<file path="src/design/assert_macros.svh">
// Assertion helpers used by the top-level RTL file.
`ifndef ASSERT_MACROS_SVH
`define ASSERT_MACROS_SVH

// Same-cycle implication, checked outside reset.
`define MSWF_ASSERT_NOW(label, clk, rst_n, ante, cons) \
  label: assert property (@(posedge clk) disable iff (!(rst_n)) (ante) |-> (cons)) \
    else $error("mswf assertion failed");

// Next-cycle implication, checked outside reset.
`define MSWF_ASSERT_NEXT(label, clk, rst_n, ante, cons) \
  label: assert property (@(posedge clk) disable iff (!(rst_n)) (ante) |=> (cons)) \
    else $error("mswf assertion failed");

`endif

</file>
<file path="src/design/mswf_pkg.sv">
`timescale 1ns / 1ps
`default_nettype none

package mswf_pkg;

  // Channel count and per-channel reset values
  localparam int CHANNELS          = 8;
  localparam int DEFAULT_WINDOW    = 16;
  localparam int DEFAULT_SMOOTHING = 128;

  // Index width for the per-channel state
  localparam int CH_W = (CHANNELS > 1) ? $clog2(CHANNELS) : 1;

  // Field widths
  localparam int CMD_W    = 2;
  localparam int CHAN_W   = 8;
  localparam int VAL_W    = 16;
  localparam int WEIGHT_W = 8;
  localparam int ACC_W    = VAL_W + WEIGHT_W;

  // Weight complement base: new sample gets (FULL_WEIGHT - s)
  localparam logic [WEIGHT_W-1:0] FULL_WEIGHT = 8'd255;

  // Configuration port
  localparam int PADDR_W = 3;
  localparam int PDATA_W = 32;

  typedef enum logic [CMD_W-1:0] {
    CMD_SAMPLE     = 2'd0,
    CMD_SET_WINDOW = 2'd1,
    CMD_SET_SMOOTH = 2'd2
  } cmd_e;

  typedef enum logic {
    REG_MIN_VALUE = 1'b0,
    REG_MAX_VALUE = 1'b1
  } reg_idx_e;

  typedef struct packed {
    logic [CMD_W-1:0]  cmd;
    logic [CHAN_W-1:0] channel;
    logic [VAL_W-1:0]  value;
  } item_t;

  typedef struct packed {
    logic [VAL_W-1:0] held_output;
    logic             channel_valid;
  } result_t;

  typedef struct packed {
    logic [VAL_W-1:0] min_value;
    logic [VAL_W-1:0] max_value;
  } cfg_t;

endpackage

`default_nettype wire

</file>
<file path="src/design/mswf_if.sv">
`timescale 1ns / 1ps
`default_nettype none

// Input item channel
interface mswf_in_if;
  logic        valid;
  logic        ready;
  logic [1:0]  cmd;
  logic [7:0]  channel;
  logic [15:0] value;

  modport source (output valid, output cmd, output channel, output value, input ready);
  modport sink   (input valid, input cmd, input channel, input value, output ready);
endinterface

// Result item channel
interface mswf_out_if;
  logic        valid;
  logic        ready;
  logic [15:0] held_output;
  logic        channel_valid;

  modport source (output valid, output held_output, output channel_valid, input ready);
  modport sink   (input valid, input held_output, input channel_valid, output ready);
endinterface

`default_nettype wire

</file>
<file path="src/design/mswf_apb_regs.sv">
`timescale 1ns / 1ps
`default_nettype none

module mswf_apb_regs (
  input  logic                          clk_i,
  input  logic                          rst_ni,
  input  logic                          psel,
  input  logic                          penable,
  input  logic                          pwrite,
  input  logic [mswf_pkg::PADDR_W-1:0]  paddr,
  input  logic [mswf_pkg::PDATA_W-1:0]  pwdata,
  output logic [mswf_pkg::PDATA_W-1:0]  prdata,
  output logic                          pready,
  output mswf_pkg::cfg_t                cfg_o
);
  import mswf_pkg::*;

  logic             wr_en;
  logic             reg_idx;
  logic [VAL_W-1:0] min_q;
  logic [VAL_W-1:0] max_q;

  assign pready  = 1'b1;
  assign wr_en   = psel & penable & pwrite;
  assign reg_idx = paddr[2];

  // Register writes on the access cycle
  always_ff @(posedge clk_i or negedge rst_ni) begin
    if (!rst_ni) begin
      min_q <= '0;
      max_q <= '1;
    end else if (wr_en) begin
      case (reg_idx)
        REG_MIN_VALUE: min_q <= pwdata[VAL_W-1:0];
        REG_MAX_VALUE: max_q <= pwdata[VAL_W-1:0];
        default: ;
      endcase
    end
  end

  // Readback
  always_comb begin
    case (reg_idx)
      REG_MIN_VALUE: prdata = {{(PDATA_W-VAL_W){1'b0}}, min_q};
      REG_MAX_VALUE: prdata = {{(PDATA_W-VAL_W){1'b0}}, max_q};
      default:       prdata = '0;
    endcase
  end

  assign cfg_o.min_value = min_q;
  assign cfg_o.max_value = max_q;

endmodule

`default_nettype wire

</file>
<file path="src/design/mswf_filter_core.sv">
`timescale 1ns / 1ps
`default_nettype none

module mswf_filter_core (
  input  logic              clk_i,
  input  logic              rst_ni,
  input  logic              en_i,
  input  mswf_pkg::item_t   item_i,
  input  mswf_pkg::cfg_t    cfg_i,
  output mswf_pkg::result_t result_o
);
  import mswf_pkg::*;

  // Per-channel state, one flop row per channel
  logic [VAL_W-1:0]    smooth_q [CHANNELS];
  logic [VAL_W-1:0]    held_q   [CHANNELS];
  logic [VAL_W-1:0]    win_q    [CHANNELS];
  logic [WEIGHT_W-1:0] weight_q [CHANNELS];

  logic                ch_valid;
  logic [CH_W-1:0]     idx;
  logic [WEIGHT_W-1:0] s;
  logic [ACC_W-1:0]    acc;
  logic [VAL_W-1:0]    temp;
  logic [VAL_W-1:0]    diff;
  logic [VAL_W-1:0]    held_cur;
  logic [VAL_W-1:0]    held_new;

  assign ch_valid = ({1'b0, item_i.channel} < (CHAN_W+1)'(CHANNELS));
  assign idx      = item_i.channel[CH_W-1:0];
  assign s        = weight_q[idx];
  assign held_cur = held_q[idx];

  // Exponential smoothing: (old*s + new*(255-s)) >> 8
  assign acc  = ACC_W'(smooth_q[idx]) * ACC_W'(s)
              + ACC_W'(item_i.value) * ACC_W'(FULL_WEIGHT - s);
  assign temp = acc[ACC_W-1:WEIGHT_W];
  assign diff = temp - held_cur;

  // Clamp, then hysteresis window (unsigned wrap: a drop of d counts as a rise of 65536-d)
  always_comb begin
    if (temp <= cfg_i.min_value) begin
      held_new = cfg_i.min_value;
    end else if (temp >= cfg_i.max_value) begin
      held_new = cfg_i.max_value;
    end else if (diff > win_q[idx]) begin
      held_new = temp;
    end else begin
      held_new = held_cur;
    end
  end

  // Result after this item
  always_comb begin
    result_o.channel_valid = ch_valid;
    result_o.held_output   = '0;
    if (ch_valid) begin
      case (item_i.cmd)
        CMD_SAMPLE: result_o.held_output = held_new;
        default:    result_o.held_output = held_cur;
      endcase
    end
  end

  // State update
  always_ff @(posedge clk_i or negedge rst_ni) begin
    if (!rst_ni) begin
      for (int i = 0; i < CHANNELS; i++) begin
        smooth_q[i] <= '0;
        held_q[i]   <= '0;
        win_q[i]    <= VAL_W'(DEFAULT_WINDOW);
        weight_q[i] <= WEIGHT_W'(DEFAULT_SMOOTHING);
      end
    end else if (en_i && ch_valid) begin
      case (item_i.cmd)
        CMD_SAMPLE: begin
          smooth_q[idx] <= temp;
          held_q[idx]   <= held_new;
        end
        CMD_SET_WINDOW: win_q[idx]    <= item_i.value;
        CMD_SET_SMOOTH: weight_q[idx] <= item_i.value[WEIGHT_W-1:0];
        default: ;
      endcase
    end
  end

endmodule

`default_nettype wire

</file>
<file path="src/design/multichannel_smoothing_window_filter_unit.sv">
`timescale 1ns / 1ps
`default_nettype none
`include "assert_macros.svh"

// Multichannel smoothing and hysteresis filter.
// in_i carries items (cmd, channel, value): a sample, a window write or a
// smoothing-weight write for one channel. out_o returns one result per item:
// the channel's held output after the item, and channel_valid. An item for a
// channel beyond the channel count changes nothing and returns 0 with
// channel_valid low.
// Pipeline: a transfer on in_i lands in the input register; once the result
// register is free, its result is loaded there and out_o.valid rises.
// While out_o does not stall, throughput is one item per cycle: the
// smoothing multiply-add, clamp and window compare fit between the input
// register and the result register, and per-channel state is written on the
// same edge, so back-to-back items to one channel see each other's updates.
// When out_o stalls, the result holds and one more item waits in the input
// register; in_i.ready then drops until the result is taken.
// Reset clears both registers' valid flags, sets min_value 0 and max_value 65535, and puts
// every channel at smoothed 0, held 0, default window and default weight.
// The user must write min_value/max_value over APB at 0x0 and 0x4 while idle; the block does not enforce this.
module multichannel_smoothing_window_filter_unit (
  input  logic                          clk_i,
  input  logic                          rst_ni,
  mswf_in_if.sink                       in_i,
  mswf_out_if.source                    out_o,
  input  logic                          psel,
  input  logic                          penable,
  input  logic                          pwrite,
  input  logic [mswf_pkg::PADDR_W-1:0]  paddr,
  input  logic [mswf_pkg::PDATA_W-1:0]  pwdata,
  output logic [mswf_pkg::PDATA_W-1:0]  prdata,
  output logic                          pready
);
  import mswf_pkg::*;

  cfg_t    cfg;
  item_t   s1_q;
  logic    s1_valid_q;
  result_t res_d;
  result_t res_q;
  logic    res_valid_q;
  logic    res_free;
  logic    s1_fire;
  logic    in_fire;

  // Configuration registers
  mswf_apb_regs u_regs (
    .clk_i   (clk_i),
    .rst_ni  (rst_ni),
    .psel    (psel),
    .penable (penable),
    .pwrite  (pwrite),
    .paddr   (paddr),
    .pwdata  (pwdata),
    .prdata  (prdata),
    .pready  (pready),
    .cfg_o   (cfg)
  );

  // Handshake: the result register frees when empty or being taken
  assign res_free    = !res_valid_q || out_o.ready;
  assign s1_fire     = s1_valid_q && res_free;
  assign in_i.ready  = !s1_valid_q || res_free;
  assign in_fire     = in_i.valid && in_i.ready;

  // Input register
  always_ff @(posedge clk_i or negedge rst_ni) begin
    if (!rst_ni) begin
      s1_valid_q <= 1'b0;
    end else if (in_i.ready) begin
      s1_valid_q <= in_i.valid;
    end
  end

  always_ff @(posedge clk_i) begin
    if (in_fire) begin
      s1_q.cmd     <= in_i.cmd;
      s1_q.channel <= in_i.channel;
      s1_q.value   <= in_i.value;
    end
  end

  // Filter datapath and per-channel state
  mswf_filter_core u_core (
    .clk_i    (clk_i),
    .rst_ni   (rst_ni),
    .en_i     (s1_fire),
    .item_i   (s1_q),
    .cfg_i    (cfg),
    .result_o (res_d)
  );

  // Result register
  always_ff @(posedge clk_i or negedge rst_ni) begin
    if (!rst_ni) begin
      res_valid_q <= 1'b0;
    end else if (res_free) begin
      res_valid_q <= s1_valid_q;
    end
  end

  always_ff @(posedge clk_i) begin
    if (s1_fire) begin
      res_q <= res_d;
    end
  end

  assign out_o.valid         = res_valid_q;
  assign out_o.held_output   = res_q.held_output;
  assign out_o.channel_valid = res_q.channel_valid;

  // Checks
  `MSWF_ASSERT_NEXT(a_stage_to_result, clk_i, rst_ni, s1_fire, res_valid_q)
  `MSWF_ASSERT_NOW(a_ready_when_drained, clk_i, rst_ni, out_o.ready, in_i.ready)
  `MSWF_ASSERT_NOW(a_bad_channel_zero, clk_i, rst_ni, res_valid_q && !res_q.channel_valid, res_q.held_output == '0)

endmodule

`default_nettype wire

</file>
<file path="src/flat_wrapper.sv">
// flat-port wrapper written by rule: the top's interface ports become plain ports
module multichannel_smoothing_window_filter_unit_flat import mswf_pkg::*;
  (clk_i, rst_ni, psel, penable, pwrite, paddr, pwdata, prdata, pready, in_i_valid, in_i_cmd, in_i_channel, in_i_value, in_i_ready, out_o_valid, out_o_held_output, out_o_channel_valid, out_o_ready);
  mswf_in_if in_i_i ();
  mswf_out_if out_o_i ();
  input  logic clk_i;
  input  logic rst_ni;
  input  logic psel;
  input  logic penable;
  input  logic pwrite;
  input  logic [mswf_pkg::PADDR_W-1:0] paddr;
  input  logic [mswf_pkg::PDATA_W-1:0] pwdata;
  output logic [mswf_pkg::PDATA_W-1:0] prdata;
  output logic pready;
  input wire logic [$bits(in_i_i.valid)-1:0] in_i_valid;
  input wire logic [$bits(in_i_i.cmd)-1:0] in_i_cmd;
  input wire logic [$bits(in_i_i.channel)-1:0] in_i_channel;
  input wire logic [$bits(in_i_i.value)-1:0] in_i_value;
  output wire logic [$bits(in_i_i.ready)-1:0] in_i_ready;
  output wire logic [$bits(out_o_i.valid)-1:0] out_o_valid;
  output wire logic [$bits(out_o_i.held_output)-1:0] out_o_held_output;
  output wire logic [$bits(out_o_i.channel_valid)-1:0] out_o_channel_valid;
  input wire logic [$bits(out_o_i.ready)-1:0] out_o_ready;
  assign in_i_i.valid = in_i_valid;
  assign in_i_i.cmd = in_i_cmd;
  assign in_i_i.channel = in_i_channel;
  assign in_i_i.value = in_i_value;
  assign in_i_ready = in_i_i.ready;
  assign out_o_valid = out_o_i.valid;
  assign out_o_held_output = out_o_i.held_output;
  assign out_o_channel_valid = out_o_i.channel_valid;
  assign out_o_i.ready = out_o_ready;
  multichannel_smoothing_window_filter_unit u_core (.clk_i(clk_i), .rst_ni(rst_ni), .in_i(in_i_i), .out_o(out_o_i), .psel(psel), .penable(penable), .pwrite(pwrite), .paddr(paddr), .pwdata(pwdata), .prdata(prdata), .pready(pready));
endmodule
</file>
<file path="config.mk">
export PLATFORM = sky130hd
export DESIGN_NAME = multichannel_smoothing_window_filter_unit_flat
export DESIGN_NICKNAME = d
export VERILOG_FILES = /design/src/design/mswf_pkg.sv /design/src/design/mswf_if.sv /design/src/design/mswf_apb_regs.sv /design/src/design/mswf_filter_core.sv /design/src/design/multichannel_smoothing_window_filter_unit.sv /design/src/flat_wrapper.sv
export VERILOG_INCLUDE_DIRS = /design/src /design/src/design
export SDC_FILE = /design/constraint.sdc
export NUM_CORES = 1
export LEC_CHECK = 0
export CORE_MARGIN = 5
export CORE_UTILIZATION = 40
export DETAILED_ROUTE_END_ITERATION = 8
export DONT_BUFFER_PORTS = 1
export PLACE_DENSITY = 0.6
export SETUP_SLACK_MARGIN = 0.15
export SYNTH_ARGS = -nofsm -noshare
export SYNTH_HDL_FRONTEND = slang
export SYNTH_HIERARCHICAL = 1
export SYNTH_SLANG_ARGS = --single-unit
export TNS_END_PERCENT = 100
</file>
<file path="constraint.sdc">
create_clock -name clk_i -period 17 [get_ports clk_i]
set_clock_uncertainty 0.1 [all_clocks]
set_input_delay 1.7 -clock clk_i [delete_from_list [all_inputs] [get_ports clk_i]]
set_output_delay 1.7 -clock clk_i [all_outputs]
set_load 0.01 [all_outputs]
</file>
==> flow_summary_export.csv <==
group,metric,value,unit
outcome,outcome,"finished with violations",
outcome,violations,"max-slew violations",
finish,fillCellCount,7765,
detailed_routing,route.detailed.drc,0,
timing,max_freq,72.6,MHz
clocking,cts_root_buffer,"clkbuf_16",
floorplanning,die_w,298,µm
detailed_routing,totalWireLength,93.6,mm
placement,gp_congestion,0.861,
floorplanning,row_count,105,
detailed_routing,ant_nets,0,
logic_synthesis,yosys-top-cells-area,"dfrtp_1 34%, fa_1 13%, mux2_2 8.0%, ha_1 5.1%, nand2_1 4.4%",
worst_setup_path,worst-path-max-fanout,24,
run,cap_violations,0,
clocking,cts_setup_buffers,0,
floorplanning,start_util,0.403,
worst_setup_path,crit_path_max_incr_delay,0.90,ns
floorplanning,io_pins,120,
logic_synthesis,synth_edf_count,43,
grt,grt_use_total,0.209,
logic_synthesis,synthFlopType,"dfrtp_1",
floorplanning,fp.coreArea,82100,µm²
placement,placed_area,34100,µm²
worst_setup_path,crit_path_start_kind,"flip-flop",
grt,gr-total-overflow,0,
finish,synthToLayoutAreaGrowth,8.86,%
placement,dp_cells,4072,
finish,final_nets,3468,
detailed_routing,first_pass_iters,7,
placement,hpwlAfterDp,62.2,mm
logic_synthesis,synth_compound_area_frac,0.137,
logic_synthesis,synth-seq-cells,525,
logic_synthesis,synthAdderAreaFrac,0.177,
timing,finalHoldViolCount,0,
placement,port_buffers,0,
timing,finalSetupViolations,0,
placement,post-place-ws,3.32,ns
detailed_routing,drt-initial-drc-count,1716,
worst_setup_path,critPathKind,"reg -> reg",
timing,fin_ws,3.22,ns
finish,stdcell_count,4174,
floorplanning,die_y,298,µm
timing,fin_crit,13.78,ns
logic_synthesis,synth-simple-area-share,0.114,
timing,tightestPinTransition,2.42,ns
worst_setup_path,cp.arrival,14.05,ns
grt,grt_pass1_vias,23800,
logic_synthesis,synthArstFlopShare,0.918,
timing,drv_slew,336,
clocking,clk_latency,0.63,ns
worst_hold_path,hold_path_depth,2,
timing,maxSlewHeadroom,-0.613,
worst_hold_path,hold_class,"reg -> reg",
logic_synthesis,syn_area,33100,µm²
finish,drive_above_1_share,0.164,
logic_synthesis,yosysTopAreaCell,"dfrtp_1",
clocking,cts_buffers,55,
clocking,cts_resized,0,
logic_synthesis,synth_top_area_frac,0.340,
worst_setup_path,cp_slowest_cell,"nor2b_4",
clocking,clkTransAtPathRegs,0.06,ns
clocking,cts.sinks,525,
logic_synthesis,ys_seq_area_frac,0.405,
logic_synthesis,synthCells,3137,
clocking,cts-htree-levels,2,
logic_synthesis,synth_xor_area_frac,0.0126,
timing,period_share,0.811,
clocking,cts_buffer_depth,3,
worst_setup_path,critPathCaptureType,"flip-flop",
detailed_routing,via_per_inst,5.61,
logic_synthesis,syn_area_per_cell,10.5,µm²
worst_setup_path,reg2reg_depth,41,
grt,grt_max_degree,483,
grt,antenna_found_initial,4,
grt,grt_pass1_wl,146,mm
worst_setup_path,cpMostUsedCell,"fa_1",
detailed_routing,routedWlPerCell,22.4,µm
logic_synthesis,synthMuxAreaShare,0.0901,
logic_synthesis,ys_types,83,
finish,final_area,36000,µm²
detailed_routing,vias,23400,
floorplanning,die-area,88500,µm²
clocking,hold_buffers,0,
logic_synthesis,synth_top_family_by_area,"adder cells",
timing,finalSetupTns,0,ns
logic_synthesis,yosysWarnings,6,
timing,grt_setup_unrepaired,"false",
clocking,cts_tree,"yes",
worst_setup_path,crit_required,17.27,ns
-- synthesized netlist by cell type (all sizes together) (5+ instances only) --
master,number
nand2,392
o22ai,5
clkbuf,158
a221oi,46
o21ai,142
nand3,20
a211oi,11
and2,67
and4,13
nand2b,17
buf,60
nand4,29
nor4,5
fa,207
o32ai,9
edfxtp,43
mux2i,15
a211o,5
and3,37
o21a,7
or2,18
dfrtp,450
a221o,9
o211ai,6
o31ai,82
dfstp,32
nor2,171
a31oi,61
o21bai,5
inv,307
mux2,244
nor2b,20
nor3,10
a21o,5
a22oi,142
a22o,33
ha,134
xor2,16
xnor2,30
a21oi,28
-- final cells by class --
cell class                 instances  area [µm²]  share of cell area
sequential                       525       13400               0.372
multi-input combinational       2102       17700               0.492
clock buffer                      72        1540              0.0428
inverter                         307        1150              0.0320
antenna                            2        5.00            0.000139
timing repair buffer              68         510              0.0142
clock inverter                    28         369              0.0103
tap                             1070        1340              0.0372
-- kinds of logic after synthesis --
family,count (synthesis)
AOI/OAI and AO/OA,618
xor gates and xnor gates,46
adders and majority gates,344
buffers and inverters,525
DFF,525
muxes,261
other,2
and+or+nand+nor,816
-- metrics by stage --
stage | util | hold WS [ns]
after floorplan | - | 0.340
after global placement | 0.415 | 0.354
after detailed placement | 0.415 | 0.362
after CTS | 0.438 | 0.376
after global routing | 0.438 | 0.394
final | 0.439 | 0.376
-- registers in the layout, indices dropped and copies added, names as in the netlist --
signal,cells
u_core/out_o.held_output,16
u_core/u_regs/max_q,16
u_core/s1_valid_q,1
u_core/u_core/weight_q,64
u_core/out_o.valid,1
u_core/u_regs/min_q,16
u_core/s1_q,26
u_core/u_core/win_q,128
u_core/u_core/held_q,128
u_core/u_core/smooth_q,128
u_core/out_o.channel_valid,1
-- placed cells by master (no fill, tap or decap), types with 61 or more instances in the layout --
| cell | n |
|---|---|
| a22oi_1 | 142 |
| a31oi_1 | 61 |
| and2_1 | 64 |
| buf_4 | 68 |
| dfrtp_1 | 450 |
| fa_1 | 207 |
| ha_1 | 134 |
| inv_1 | 303 |
| mux2_2 | 234 |
| nand2_1 | 384 |
| nor2_1 | 165 |
| o21ai_0 | 131 |
| o31ai_1 | 81 |
-- critical path: cells and delay by family (launching register included) --
kind                       cells  cell delay (ns)
AOI/OAI and AO/OA             16             3.76
xor gates and xnor gates       1             0.85
adders and majority gates      9             3.93
buffers and inverters          6             1.49
DFF                            1             0.74
muxes                          1             0.23
and+or+nand+nor                8             2.38
-- path summary, 6_finish.rpt --
path                                          startpoint                           end  slack, ns
min in group asynchronous                         rst_ni      u_core/u_core/held_q[61]       0.68
worst max register to register           u_core/s1_q[17]  u_core/out_o.held_output[10]       3.22
worst max-delay path                     u_core/s1_q[17]  u_core/out_o.held_output[10]       3.22
worst min-delay path            u_core/u_core/held_q[56]      u_core/u_core/held_q[56]       0.38
max in group asynchronous                         rst_ni    u_core/u_core/weight_q[24]      14.19
worst min register to register  u_core/u_core/held_q[56]      u_core/u_core/held_q[56]       0.38
-- layer usage --
layer / GRT usage / wire [µm] / vias up
met4: 0.0464 / 1810 / 2
li1: - / - / 10600
met3: 0.0361 / 5870 / 126
met1: 0.300 / 42800 / 12000
met5: 0 / 13 / -
met2: 0.334 / 43000 / 665
Power is not shown: default switching activity piles up to over one toggle a cycle in this logic, so the estimate is an artifact.
